### config.mk
export PLATFORM = sky130hd
export DESIGN_NAME = bresenham_line_pixel_stepper_top
export DESIGN_NICKNAME = d
export VERILOG_FILES = /design/src/rtl/bpls_pkg.sv /design/src/rtl/bpls_fifo.sv /design/src/rtl/bpls_front.sv /design/src/rtl/bpls_back.sv /design/src/rtl/bresenham_line_pixel_stepper_top.sv
export VERILOG_INCLUDE_DIRS = /design/src /design/src/rtl
export SDC_FILE = /design/constraint.sdc
export NUM_CORES = 1
export LEC_CHECK = 0
export BUFFER_PORTS_ARGS = -buffer_cell sky130_fd_sc_hd__buf_2
export CORE_MARGIN = 1
export CORE_UTILIZATION = 50
export DETAILED_ROUTE_END_ITERATION = 8
export PLACE_DENSITY = 0.67
export REMOVE_ABC_BUFFERS = 1
export SETUP_SLACK_MARGIN = 0.3
export SKIP_LAST_GASP = 1
export SLEW_MARGIN = 25
export SYNTH_ARGS = -nofsm -noshare
export SYNTH_HDL_FRONTEND = slang
export SYNTH_SLANG_ARGS = --single-unit
### constraint.sdc
create_clock -name clk -period 12.1 [get_ports clk]
set_input_delay 2.42 -clock clk [delete_from_list [all_inputs] [get_ports clk]]
set_output_delay 2.42 -clock clk [all_outputs]
set_load 0.02 [all_outputs]
### src/rtl/bresenham_line_pixel_stepper_top_defines.svh
// Assertion macros for the line stepper.
// Included by the top level; assertions vanish when SYNTHESIS is defined.
`ifndef BRESENHAM_LINE_PIXEL_STEPPER_TOP_DEFINES_SVH
`define BRESENHAM_LINE_PIXEL_STEPPER_TOP_DEFINES_SVH
`ifndef SYNTHESIS
`define BPLS_ASSERT_NEVER(lbl, clk, rst_n, cond, msg) \
  lbl: assert property (@(posedge clk) disable iff (!rst_n) !(cond)) else $error(msg);
`define BPLS_ASSERT_NEXT(lbl, clk, rst_n, ante, cons, msg) \
  lbl: assert property (@(posedge clk) disable iff (!rst_n) (ante) |=> (cons)) else $error(msg);
`else
`define BPLS_ASSERT_NEVER(lbl, clk, rst_n, cond, msg)
`define BPLS_ASSERT_NEXT(lbl, clk, rst_n, ante, cons, msg)
`endif
`endif

### src/rtl/bpls_pkg.sv
// Shared types, constants and helpers of the line stepper.
// No dependencies.
package bpls_pkg;

  localparam int COORD_BITS_DEF = 8;
  localparam int FIELD_BITS     = 8;
  localparam int COLOR_BITS     = 12;
  localparam int OFFSET_BITS    = 8;

  localparam logic CMD_START   = 1'b0;
  localparam logic CMD_ADVANCE = 1'b1;

  typedef struct packed {
    logic                  cmd;
    logic [FIELD_BITS-1:0] start_x;
    logic [FIELD_BITS-1:0] start_y;
    logic [FIELD_BITS-1:0] end_x_in;
    logic [FIELD_BITS-1:0] end_y_in;
    logic [COLOR_BITS-1:0] color;
  } in_item_t;

  typedef struct packed {
    logic [FIELD_BITS-1:0] column;
    logic [FIELD_BITS-1:0] page;
    logic [COLOR_BITS-1:0] pixel_color;
    logic                  last;
  } pixel_t;

  // Width of a decoded command word for a given coordinate width.
  function automatic int cmd_bits(input int cw);
    cmd_bits = 7 * cw + COLOR_BITS + 10;
  endfunction

endpackage

### src/rtl/bpls_fifo.sv
// Two-entry register queue, head always in slot 0.
// Depends on nothing.
module bpls_fifo #(
  parameter int DW = 8
) (
  input  logic          clk,
  input  logic          rst_n,
  input  logic          wr,
  input  logic [DW-1:0] wdata,
  output logic          full,
  input  logic          rd,
  output logic [DW-1:0] rdata,
  output logic          empty
);

  logic [1:0]    cnt_r, cnt_nxt;
  logic [DW-1:0] head_r, head_nxt;
  logic [DW-1:0] tail_r, tail_nxt;
  logic          do_wr, do_rd;

  assign full  = (cnt_r == 2'd2);
  assign empty = (cnt_r == 2'd0);
  assign rdata = head_r;
  assign do_wr = wr && !full;
  assign do_rd = rd && !empty;

  always_comb begin
    cnt_nxt  = cnt_r;
    head_nxt = head_r;
    tail_nxt = tail_r;
    case ({do_wr, do_rd})
      2'b10: begin
        cnt_nxt = cnt_r + 2'd1;
        if (cnt_r == 2'd0) head_nxt = wdata;
        else tail_nxt = wdata;
      end
      2'b01: begin
        cnt_nxt  = cnt_r - 2'd1;
        head_nxt = tail_r;
      end
      2'b11: begin
        // advance and refill in one go
        if (cnt_r == 2'd1) head_nxt = wdata;
        else begin
          head_nxt = tail_r;
          tail_nxt = wdata;
        end
      end
      default: begin
        cnt_nxt = cnt_r;
      end
    endcase
  end

  always_ff @(posedge clk) begin
    if (!rst_n) begin
      cnt_r <= 2'd0;
    end else begin
      cnt_r <= cnt_nxt;
    end
    head_r <= head_nxt;
    tail_r <= tail_nxt;
  end

endmodule

### src/rtl/bpls_front.sv
// Front end: takes input words, sets up line parameters for starts.
// Depends on bpls_pkg.
module bpls_front
  import bpls_pkg::*;
#(
  parameter int COORD_BITS = COORD_BITS_DEF,
  localparam int CMD_W = cmd_bits(COORD_BITS)
) (
  input  logic             push,
  input  in_item_t         in_item,
  input  logic             cmd_full,
  output logic             cmd_wr,
  output logic [CMD_W-1:0] cmd_data
);

  localparam int CW = COORD_BITS;

  typedef struct packed {
    logic                  is_start;
    logic [CW-1:0]         x0;
    logic [CW-1:0]         y0;
    logic [CW-1:0]         gx;
    logic [CW-1:0]         gy;
    logic [COLOR_BITS-1:0] color;
    logic                  dxn;
    logic                  dyn;
    logic                  xmaj;
    logic                  single;
    logic [CW:0]           dx2;
    logic [CW:0]           dy2;
    logic signed [CW+2:0]  err;
  } bpls_cmd_t;

  bpls_cmd_t     cmd;
  logic [CW+7:0] x0_w, y0_w, gx_w, gy_w;
  logic [CW-1:0] dx, dy;

  // widen to cover both narrower and wider coordinate settings, then cut
  assign x0_w = {{CW{1'b0}}, in_item.start_x};
  assign y0_w = {{CW{1'b0}}, in_item.start_y};
  assign gx_w = {{CW{1'b0}}, in_item.end_x_in};
  assign gy_w = {{CW{1'b0}}, in_item.end_y_in};

  always_comb begin
    cmd.is_start = (in_item.cmd == CMD_START);
    cmd.x0       = x0_w[CW-1:0];
    cmd.y0       = y0_w[CW-1:0];
    cmd.gx       = gx_w[CW-1:0];
    cmd.gy       = gy_w[CW-1:0];
    cmd.color    = in_item.color;
    cmd.dxn      = (cmd.gx < cmd.x0);
    cmd.dyn      = (cmd.gy < cmd.y0);
    dx           = cmd.dxn ? (cmd.x0 - cmd.gx) : (cmd.gx - cmd.x0);
    dy           = cmd.dyn ? (cmd.y0 - cmd.gy) : (cmd.gy - cmd.y0);
    cmd.dx2      = {dx, 1'b0};
    cmd.dy2      = {dy, 1'b0};
    cmd.xmaj     = (dx > dy);
    cmd.single   = (cmd.x0 == cmd.gx) && (cmd.y0 == cmd.gy);
    if (cmd.xmaj) cmd.err = $signed({2'b00, cmd.dy2}) - $signed({3'b000, dx});
    else          cmd.err = $signed({2'b00, cmd.dx2}) - $signed({3'b000, dy});
  end

  assign cmd_wr   = push && !cmd_full;
  assign cmd_data = cmd;

endmodule

### src/rtl/bpls_back.sv
// Back end: holds the line state, steps at most one pixel per command word.
// Depends on bpls_pkg.
module bpls_back
  import bpls_pkg::*;
#(
  parameter int COORD_BITS = COORD_BITS_DEF,
  localparam int CMD_W = cmd_bits(COORD_BITS)
) (
  input  logic                   clk,
  input  logic                   rst_n,
  input  logic                   cfg_wr,
  input  logic [OFFSET_BITS-1:0] cfg_data,
  input  logic [CMD_W-1:0]       cmd_data,
  input  logic                   cmd_empty,
  output logic                   cmd_rd,
  input  logic                   pix_full,
  output logic                   pix_wr,
  output pixel_t                 pix_data
);

  localparam int CW = COORD_BITS;

  typedef struct packed {
    logic                  is_start;
    logic [CW-1:0]         x0;
    logic [CW-1:0]         y0;
    logic [CW-1:0]         gx;
    logic [CW-1:0]         gy;
    logic [COLOR_BITS-1:0] color;
    logic                  dxn;
    logic                  dyn;
    logic                  xmaj;
    logic                  single;
    logic [CW:0]           dx2;
    logic [CW:0]           dy2;
    logic signed [CW+2:0]  err;
  } bpls_cmd_t;

  bpls_cmd_t cmd;

  logic [OFFSET_BITS-1:0] yoff_r;
  logic [CW-1:0]          cx_r, cx_nxt, cy_r, cy_nxt, gx_r, gx_nxt, gy_r, gy_nxt;
  logic [CW:0]            dx2_r, dx2_nxt, dy2_r, dy2_nxt;
  logic signed [CW+2:0]   err_r, err_nxt;
  logic                   dxn_r, dxn_nxt, dyn_r, dyn_nxt, xmaj_r, xmaj_nxt;
  logic                   act_r, act_nxt;
  logic [COLOR_BITS-1:0]  col_r, col_nxt;

  logic                   run, emit, last, err_ge, done;
  logic [CW:0]            mj2, mn2;
  logic [CW-1:0]          off_cw, page_cw;
  logic [CW+7:0]          off_w, colw, pagew;

  function automatic logic [CW-1:0] step(input logic [CW-1:0] v, input logic neg);
    step = neg ? (v - {{(CW-1){1'b0}}, 1'b1}) : (v + {{(CW-1){1'b0}}, 1'b1});
  endfunction

  assign cmd    = cmd_data;
  assign run    = !cmd_empty && !pix_full;
  assign cmd_rd = run;

  always_comb begin
    cx_nxt   = cx_r;
    cy_nxt   = cy_r;
    gx_nxt   = gx_r;
    gy_nxt   = gy_r;
    dx2_nxt  = dx2_r;
    dy2_nxt  = dy2_r;
    err_nxt  = err_r;
    dxn_nxt  = dxn_r;
    dyn_nxt  = dyn_r;
    xmaj_nxt = xmaj_r;
    act_nxt  = act_r;
    col_nxt  = col_r;
    emit     = 1'b0;
    last     = 1'b0;
    done     = 1'b0;
    err_ge   = !err_r[CW+2];
    mj2      = xmaj_r ? dx2_r : dy2_r;
    mn2      = xmaj_r ? dy2_r : dx2_r;
    if (cmd.is_start) begin
      // a start drops whatever line was running
      cx_nxt   = cmd.x0;
      cy_nxt   = cmd.y0;
      gx_nxt   = cmd.gx;
      gy_nxt   = cmd.gy;
      dx2_nxt  = cmd.dx2;
      dy2_nxt  = cmd.dy2;
      err_nxt  = cmd.err;
      dxn_nxt  = cmd.dxn;
      dyn_nxt  = cmd.dyn;
      xmaj_nxt = cmd.xmaj;
      col_nxt  = cmd.color;
      act_nxt  = !cmd.single;
      emit     = 1'b1;
      last     = cmd.single;
    end else if (act_r) begin
      err_nxt = err_r + $signed({2'b00, mn2}) - (err_ge ? $signed({2'b00, mj2}) : '0);
      if (xmaj_r) begin
        if (err_ge) cy_nxt = step(cy_r, dyn_r);
        cx_nxt = step(cx_r, dxn_r);
        done   = (cx_nxt == gx_r);
      end else begin
        if (err_ge) cx_nxt = step(cx_r, dxn_r);
        cy_nxt = step(cy_r, dyn_r);
        done   = (cy_nxt == gy_r);
      end
      act_nxt = !done;
      emit    = 1'b1;
      last    = done;
    end
  end

  assign off_w   = {{CW{1'b0}}, yoff_r};
  assign off_cw  = off_w[CW-1:0];
  assign page_cw = cy_nxt + off_cw;
  assign colw    = {8'b0, cx_nxt};
  assign pagew   = {8'b0, page_cw};

  assign pix_wr               = run && emit;
  assign pix_data.column      = colw[FIELD_BITS-1:0];
  assign pix_data.page        = pagew[FIELD_BITS-1:0];
  assign pix_data.pixel_color = col_nxt;
  assign pix_data.last        = last;

  always_ff @(posedge clk) begin
    if (!rst_n) begin
      yoff_r <= '0;
      cx_r   <= '0;
      cy_r   <= '0;
      gx_r   <= '0;
      gy_r   <= '0;
      dx2_r  <= '0;
      dy2_r  <= '0;
      err_r  <= '0;
      dxn_r  <= 1'b0;
      dyn_r  <= 1'b0;
      xmaj_r <= 1'b0;
      act_r  <= 1'b0;
      col_r  <= '0;
    end else begin
      if (cfg_wr) yoff_r <= cfg_data;
      if (run) begin
        cx_r   <= cx_nxt;
        cy_r   <= cy_nxt;
        gx_r   <= gx_nxt;
        gy_r   <= gy_nxt;
        dx2_r  <= dx2_nxt;
        dy2_r  <= dy2_nxt;
        err_r  <= err_nxt;
        dxn_r  <= dxn_nxt;
        dyn_r  <= dyn_nxt;
        xmaj_r <= xmaj_nxt;
        act_r  <= act_nxt;
        col_r  <= col_nxt;
      end
    end
  end

endmodule

### src/rtl/bresenham_line_pixel_stepper_top.sv
// Bresenham line stepper: input word channel (push/full), pixel word
// channel (empty/pop) and a page offset register port (valid/ready).
// A start word (cmd 0) loads both endpoints and a colour and yields the first
// pixel; each advance word (cmd 1) yields the next pixel until the one marked
// last. An advance while no line runs yields nothing; a start drops any line
// in progress. Endpoints that coincide give one pixel marked last.
// An accepted word is registered in the command queue, then stepped into the
// pixel queue that drives the pixel ports. Throughput: one word per cycle
// while the pixel queue has room; the pixel step is a single add/compare of
// the error term in the back end. Two-entry queues sit before and after the
// stepper, so full rises only once both queues have filled behind a stalled
// receiver; nothing is lost while pop stays low.
// The offset register is always ready; the user must write it only with the
// block idle, which the block does not enforce. Reset (rst_n low, synchronous)
// empties both queues, leaves no line running and clears the offset to zero.
`include "bresenham_line_pixel_stepper_top_defines.svh"
module bresenham_line_pixel_stepper_top
  import bpls_pkg::*;
#(
  parameter int COORD_BITS = COORD_BITS_DEF
) (
  input  logic                   clk,
  input  logic                   rst_n,
  input  logic                   push,
  output logic                   full,
  input  in_item_t               in_item,
  output logic                   empty,
  input  logic                   pop,
  output pixel_t                 out_item,
  input  logic                   cfg_valid,
  output logic                   cfg_ready,
  input  logic [OFFSET_BITS-1:0] cfg_data
);

  localparam int CMD_W = cmd_bits(COORD_BITS);

  logic             cmd_wr, cmd_full, cmd_rd, cmd_empty;
  logic [CMD_W-1:0] cmd_in, cmd_out;
  logic             pix_wr, pix_full;
  pixel_t           pix_in, pix_out;

  assign cfg_ready = 1'b1;
  assign full      = cmd_full;
  assign out_item  = pix_out;

  bpls_front #(.COORD_BITS(COORD_BITS)) u_front (
    .push     (push),
    .in_item  (in_item),
    .cmd_full (cmd_full),
    .cmd_wr   (cmd_wr),
    .cmd_data (cmd_in)
  );

  bpls_fifo #(.DW(CMD_W)) u_cmd_q (
    .clk   (clk),
    .rst_n (rst_n),
    .wr    (cmd_wr),
    .wdata (cmd_in),
    .full  (cmd_full),
    .rd    (cmd_rd),
    .rdata (cmd_out),
    .empty (cmd_empty)
  );

  bpls_back #(.COORD_BITS(COORD_BITS)) u_back (
    .clk       (clk),
    .rst_n     (rst_n),
    .cfg_wr    (cfg_valid && cfg_ready),
    .cfg_data  (cfg_data),
    .cmd_data  (cmd_out),
    .cmd_empty (cmd_empty),
    .cmd_rd    (cmd_rd),
    .pix_full  (pix_full),
    .pix_wr    (pix_wr),
    .pix_data  (pix_in)
  );

  bpls_fifo #(.DW($bits(pixel_t))) u_pix_q (
    .clk   (clk),
    .rst_n (rst_n),
    .wr    (pix_wr),
    .wdata (pix_in),
    .full  (pix_full),
    .rd    (pop),
    .rdata (pix_out),
    .empty (empty)
  );

  `BPLS_ASSERT_NEXT(a_word_queued, clk, rst_n, push && !full, !cmd_empty, "accepted word not queued")
  `BPLS_ASSERT_NEVER(a_pix_overflow, clk, rst_n, pix_wr && pix_full, "pixel written to full queue")
  `BPLS_ASSERT_NEVER(a_cmd_underflow, clk, rst_n, cmd_rd && cmd_empty, "command read from empty queue")

endmodule
==> results by group, run 1 <==
Outcome
  – Status: complete, no violations

Die
  – Placeable Area: 30700 µm²
  – Die Y: approximately 180 µm
  – # rows: 64
  – Die area: about 32000 µm²
  – Starting density of the core: 0.509
  – Num ports: 90
  – Die width: 179 µm

Drt
  – DRT Pass-1 Iters: 6
  – Wire length per cell: 17.8 µm
  – ANT nets after route: 0
  – Vias per cell: approximately 5.5
  – Iteration-0 DRC Markers: 662
  – Remaining DRCs: 0
  – Vias post-DR: 10439
  – Post-Route WL: 34100 µm

Synthesis
  – Predominant post-synthesis flop cell: edfxtp_1
  – Asr flop ratio synth: 0
  – Top cells by count, synth: nand2_1 (241), edfxtp_1 (206), ha_1 (89), o21ai_0 (88), dfxtp_1 (86)
  – Dominant cell type by area after synthesis: edfxtp_1
  – Synth top area share: 0.396
  – Unique masters post-synth: 89
  – Post-synth EDFFs: 206
  – Seq cells post-synth: 292
  – Dominant cell by count in the synthesized netlist: nand2_1
  – Syn avg cell area: between 10 and 15 µm²
  – Area contributors post-synth: edfxtp_1 (40%), dfxtp_1 (11%), ha_1 (7.1%)
  – Register area share after synthesis: 0.506
  – Mapped Area: 15600 µm²
  – Cells after synthesis: around 1400
  – Ys Warns: 0

Layout
  – # nets final: 1657
  – Final Instance Area: 17600 µm²
  – Layout cells sized above 1: 0.150
  – Final core occ: 0.573
  – Ant diodes: 0
  – Non-Filler Instances: 1915
  – Layout area overhead: 12.5%

Global route
  – Total congestion overflow: 0
  – Largest net degree at the start of global routing: 90
  – Vias in the first global route: approximately 10000
  – Global-route wire length before repair: 54200 µm
  – Initial antenna violation count: 0
  – GRT Total Usage: 0.216

Clocking
  – Clock insertion delay at the later pin of the skew report: between 500 and 600 ps
  – CTS tree: built
  – H-tree levels: 2
  – Resized cells post-CTS: 0
  – Hold_buf cts: 0
  – CTS root buf: clkbuf_16
  – Post-CTS Setup Inserts: 0
  – CTS buffer count: 35
  – Clk slew on worst S/H paths: 60 ps
  – Sink Count: 292
  – Clock tree buffer depth: 3

Setup path
  – CP peak stage delay: 420 ps
  – Worst path cell trace: buf_2 > inv_1 > ha_1 > inv_1 > fa_1 > and3_4 > o21a_4 > nor2_4 > mux2_2 > o31ai_1 > a21oi_1 > xor2_1 > inv_1 > ha_1 > nand4_1 > a21oi_1 > a221oi_4 > nor2_4 > mux2_2 > a22o_1
  – Worst setup EP type: flop
  – Slowest cell on crit path: mux2_2
  – CP Class: in2reg
  – Crit path DAT: 7050 ps
  – Most frequent CP cell: inv_1
  – Critical path startpoint category: input pin
  – Crit-path max FO: 15
  – Critical Path RT: around 12000 ps

Placement
  – Placed Cells: 1853
  – Gpl congestion: just under 0.9
  – DP Wirelength: between 20000 and 25000 µm
  – Port bufs: just under 90
  – Placed cell area: approximately 16000 µm²

STA
  – Final hold viol count: 0
  – Worst relative slew slack: 0.383
  – Measured slew at the worst slew-check pin: 924 ps
  – Setup TNS Final: 0 ps
  – Period Utilization, post-route: 0.560
  – Final Max Slew Viols: 0
  – Achievable Freq: about 150 MHz
  – Layout Skew: 18.3 ps
  – Minimum clock period after layout: between 6000 and 7000 ps
  – RSZ-0062 raised after global routing: false
  – Endpoints failing setup: 0

Power and ir drop
  – Peak supply drop: 0.000131 V
  – Leak: slightly above 7 nW
  – PD cells: around 280 nW/µm²
  – Overall Power: around 4.9 mW

Run
  – Max-cap violations: 0

Min path
  – Hold Path Class: reg2reg
==> cell usage in the layout, fill, tap and decap left out, types with 5 or more instances in the layout <==
| cell | count |
|---|---|
| nand4_1 | 5 |
| inv_1 | 81 |
| edfxtp_1 | 206 |
| and2_1 | 14 |
| buf_4 | 12 |
| a21oi_1 | 48 |
| xnor2_1 | 38 |
| o211ai_1 | 7 |
| nand3_1 | 17 |
| nand2b_1 | 10 |
| buf_2 | 88 |
| nor2_1 | 28 |
| a21boi_0 | 59 |
| o22ai_1 | 5 |
| xor2_1 | 32 |
| mux2_2 | 36 |
| and3_1 | 5 |
| mux2i_1 | 29 |
| o31ai_1 | 7 |
| nor2b_1 | 13 |
| o21bai_1 | 8 |
| a21o_1 | 23 |
| fa_1 | 16 |
| clkbuf_16 | 37 |
| ha_1 | 89 |
| o211a_1 | 7 |
| xnor3_1 | 6 |
| clkbuf_1 | 11 |
| a31oi_1 | 5 |
| o21ai_0 | 88 |
| dfxtp_1 | 86 |
| a22o_1 | 49 |
| nand2_1 | 240 |
| nor3_1 | 8 |
==> per-layer routing <==
metal / vias to the layer above / track usage / wire, µm
met4: 0 / 0.0494 / 549
met2: 184 / 0.354 / 15900
met3: 43 / 0.0288 / 1280
met5: - / 0 / 0
li1: 5238 / - / -
met1: 4974 / 0.305 / 16400
==> metrics by stage <==
| stage | hold WS (ps) | setup WS (ps) |
|---|---|---|
| after global routing | 487 | 5110 |
| after global placement | 450 | 4980 |
| after detailed placement | 457 | 4820 |
| after floorplan | 441 | 5100 |
| final | 463 | 5320 |
| after CTS | 465 | 5360 |
==> power breakdown <==
part	total [mW]	internal (mW)	switching, mW
sequential	1.87	1.70	0.174
combinational	2.01	0.773	1.23
clock	1.06	0.645	0.411
==> worst max-delay path: cells and delay by family <==
family,cells,cell delay (ps)
fa+ha+maj,3,910
simple gates,4,900
buf+inv,4,410
xor+xnor,1,290
compound gates,6,1310
mux,2,800
==> flip-flops by register name (all words and copies together) (netlist names) <==
| signal | flops |
|---|---|
| u_back.dxn_r | 1 |
| u_cmd_q.cnt_r | 2 |
| u_back.cx_r | 8 |
| u_cmd_q.tail_r | 74 |
| u_back.cy_r | 8 |
| u_back.xmaj_r | 1 |
| u_back.col_r | 12 |
| u_pix_q.tail_r | 29 |
| u_back.dx2_r | 8 |
| u_back.gy_r | 8 |
| u_pix_q.cnt_r | 2 |
| u_pix_q.rdata | 29 |
| u_back.dy2_r | 8 |
| u_back.err_r | 10 |
| u_back.dyn_r | 1 |
| u_cmd_q.rdata | 74 |
| u_back.gx_r | 8 |
| u_back.off_cw | 8 |
| u_back.act_r | 1 |
==> worst paths after layout <==
path                                        from  slack, ps  cells after the start                end
worst max-delay path                 in_item[12]       5320                     20   u_cmd_q.rdata[1]
worst min-delay path            u_back.col_r[11]        460                      2   u_back.col_r[11]
worst max register to register  u_cmd_q.cnt_r[0]       7770                     10  u_pix_q.rdata[23]
worst min register to register  u_back.col_r[11]        460                      2   u_back.col_r[11]
==> cells by family after synthesis <==
group,synth area share
AOI/OAI and AO/OA,0.160
xor gates and xnor gates,0.0479
adders and majority gates,0.0932
buffers and inverters,0.0376
DFF,0.506
muxes,0.0446
other,0.000240
and+or+nand+nor,0.110
==> cell type report <==
| type | instances | area, µm² |
|---|---|---|
| clock buffers | 51 | 1010 |
| well taps | 396 | 495 |
| multi-input cells | 980 | 7160 |
| repair buffers | 100 | 531 |
| inverters | 85 | 319 |
| clock inverters | 11 | 146 |
| flip-flops and latches | 292 | 7910 |
| fillers | 2576 | 13100 |
(Power assumes the default switching activity.)
==> inputs of run 2 (changes only) <==
--- a/config.mk
+++ b/config.mk
@@ -10,7 +10,7 @@
 export CORE_MARGIN = 1
 export CORE_UTILIZATION = 50
 export DETAILED_ROUTE_END_ITERATION = 8
-export PLACE_DENSITY = 0.67
+export PLACE_DENSITY = 0.7
 export REMOVE_ABC_BUFFERS = 1
 export SETUP_SLACK_MARGIN = 0.3
 export SKIP_LAST_GASP = 1
==> constraint.sdc (replaced) <==
create_clock -name clk -period 6.08 [get_ports clk]
set_input_delay 1.216 -clock clk [delete_from_list [all_inputs] [get_ports clk]]
set_output_delay 1.216 -clock clk [all_outputs]
set_load 0.02 [all_outputs]
==> results by group, run 2 (synthesis gave the netlist of run 1 again) <==
Outcome
  – Status: complete, no violations

Drt
  – Remaining DRCs: 0
  – Iteration-0 DRC Markers: 660
  – ANT nets after route: 0
  – Vias per cell: 5.52
  – Post-Route WL: 33600 µm
  – DRT Pass-1 Iters: 4
  – Wire length per cell: 17.6 µm
  – Vias post-DR: 10579

Die
  – Placeable Area: 30700 µm²
  – Starting density of the core: 0.509
  – Die area: 31900 µm²
  – # rows: 64
  – Die width: between 150 and 200 µm
  – Num ports: 90
  – Die Y: around 180 µm

Setup path
  – Critical path startpoint category: input pin
  – Most frequent CP cell: inv_1
  – Crit path from: in_item[12]
  – Reg-to-Reg End: u_pix_q.rdata[28]
  – Worst path cell trace: buf_2 > inv_1 > ha_1 > inv_1 > fa_1 > and3_4 > o21a_4 > nor2_4 > mux2_2 > o31ai_1 > nand3b_1 > xor2_1 > inv_1 > ha_1 > a21o_1 > a21o_1 > a221oi_4 > nor2_4 > buf_4 > o311a_1 > o21ai_1
  – Reg2reg path depth: 10
  – Crit-path max FO: 8
  – Instance count on the critical path: 21
  – Crit path max-delay family: compound AO/OA/AOI/OAI gates
  – Worst Path Buf+Inv: 5
  – Flop-to-flop setup slack: 1660 ps
  – Worst setup EP type: flop
  – Crit path DAT: between 5000 and 6000 ps
  – R2r startpoint: u_cmd_q.cnt_r[0]
  – CP Class: in2reg
  – CP peak stage delay: 400 ps
  – Slowest cell on crit path: fa_1
  – Critical Path RT: 6470 ps

STA
  – RSZ-0062 raised after global routing: false
  – Layout Skew: roughly 16 ps
  – Setup TNS Final: 0 ps
  – Min setup slack post-route: 721 ps
  – Worst relative slew slack: 0.379
  – Measured slew at the worst slew-check pin: 925 ps
  – Final hold viol count: 0
  – Achievable Freq: 187 MHz
  – Endpoints failing setup: 0
  – Minimum clock period after layout: between 5000 and 6000 ps
  – Final Max Slew Viols: 0
  – Period Utilization, post-route: 0.881

Global route
  – Initial antenna violation count: 0
  – Vias in the first global route: 10137
  – Total congestion overflow: 0
  – GRT Total Usage: 0.209
  – Largest net degree at the start of global routing: 90
  – Global-route wire length before repair: 53000 µm

Layout
  – # nets final: 1657
  – Final core occ: 0.568
  – Most frequent cells in the layout: nand2_1 (240), edfxtp_1 (206), ha_1 (89), o21ai_0 (88), buf_2 (88)
  – Layout cells sized above 1: 0.151
  – Most common cell after layout, fill and taps aside: nand2_1
  – Layout area overhead: 11.6%
  – Ant diodes: 0
  – Non-Filler Instances: 1915

Clocking
  – Resized cells post-CTS: 0
  – Post-CTS Setup Inserts: 0
  – Clock tree buffer depth: 3
  – Sink Count: 292
  – H-tree levels: 1
  – Clk slew on worst S/H paths: 60 ps
  – CTS tree: built
  – CTS buffer count: 31
  – Hold_buf cts: 0
  – CTS root buf: clkbuf_16
  – Clock insertion delay at the later pin of the skew report: 560 ps

Placement
  – Gpl congestion: between 0.8 and 0.9
  – Port bufs: 88
  – Placed Cells: between 1500 and 2000
  – DP Wirelength: 23500 µm
  – DP Worst Slack: 189 ps

Power and ir drop
  – Peak supply drop: 0.000386 V
  – Leak: 7.06 nW
  – Comb pwr share: 0.419
  – Internal power: 5.97 mW
  – Net Sw Power: 3.56 mW
  – Register share of total power: 0.392
  – PD cells: between 500 and 600 nW/µm²
  – Clk network pwr share: 0.189
  – Switch share: 0.374

Run
  – Max-cap violations: 0

Min path
  – Hold EP: u_back.col_r[9]
  – Hold Startpoint: u_back.col_r[9]
  – Hold Path Class: reg2reg
  – Worst hold stages: 2
run 2: cell types whose count changed in the layout (fill, tap and decap cells not counted), moves of 2 or more:
cell	delta
buf_4	+3
clkbuf_1	-6
clkbuf_16	-6
clkbuf_8	-2
clkinv_1	+5
clkinv_2	+4
clkinv_4	-3
clkinvlp_4	+4
run 2: stage by stage:
| stage | cell area [µm²] | power, mW | hold WS [ps] |
|---|---|---|---|
| detailed placement | 16500 | 7.76 | 458 |
| CTS | 17400 | 9.60 | 467 |
| global route | 17400 | 10.1 | 488 |
| global placement | 16500 | 7.65 | 450 |
| floorplan | 15300 | 6.62 | 441 |
| finish | 17400 | 9.53 | 466 |
run 2: power by group through the flow:
stage                     Clock, mW  Sequential, mW  Combinational [mW]
after floorplan                   0            3.88                2.74
after global placement            0            3.75                3.89
after detailed placement          0            3.78                3.98
after CTS                      1.84            3.75                4.01
after global routing           1.91            3.83                4.40
final                          1.80            3.74                3.99
run 2: how the worst max path moves through the flow:
stage,end
2_1_floorplan,u_cmd_q.tail_r[10]
3_3_place_gp,u_cmd_q.rdata[10]
3_5_place_dp,u_cmd_q.rdata[8]
4_1_cts,u_cmd_q.rdata[8]
5_1_grt,u_cmd_q.rdata[8]
6_report,u_cmd_q.rdata[8]
run 2: worst min-delay path, cell delays in order, from the launching register on:
cell      delay (ps)
dfxtp_1          310
nand2_1           40
a21boi_0          60
run 2: cell type report:
| class | count | area, µm² |
|---|---|---|
| inverter | 85 | 319 |
| tap | 396 | 495 |
| fill | 2602 | 13200 |
| sequential | 292 | 7910 |
| timing repair buffer | 104 | 573 |
| multi-input combinational | 980 | 7170 |
| clock buffer | 37 | 808 |
| clock inverter | 21 | 164 |
run 2: routing by layer:
metal	vias up	wire length [µm]	GRT usage
met4	0	843	0.0632
met2	189	16000	0.355
li1	5234	-	-
met5	-	0	0
met1	5106	15700	0.282
met3	50	1060	0.0210
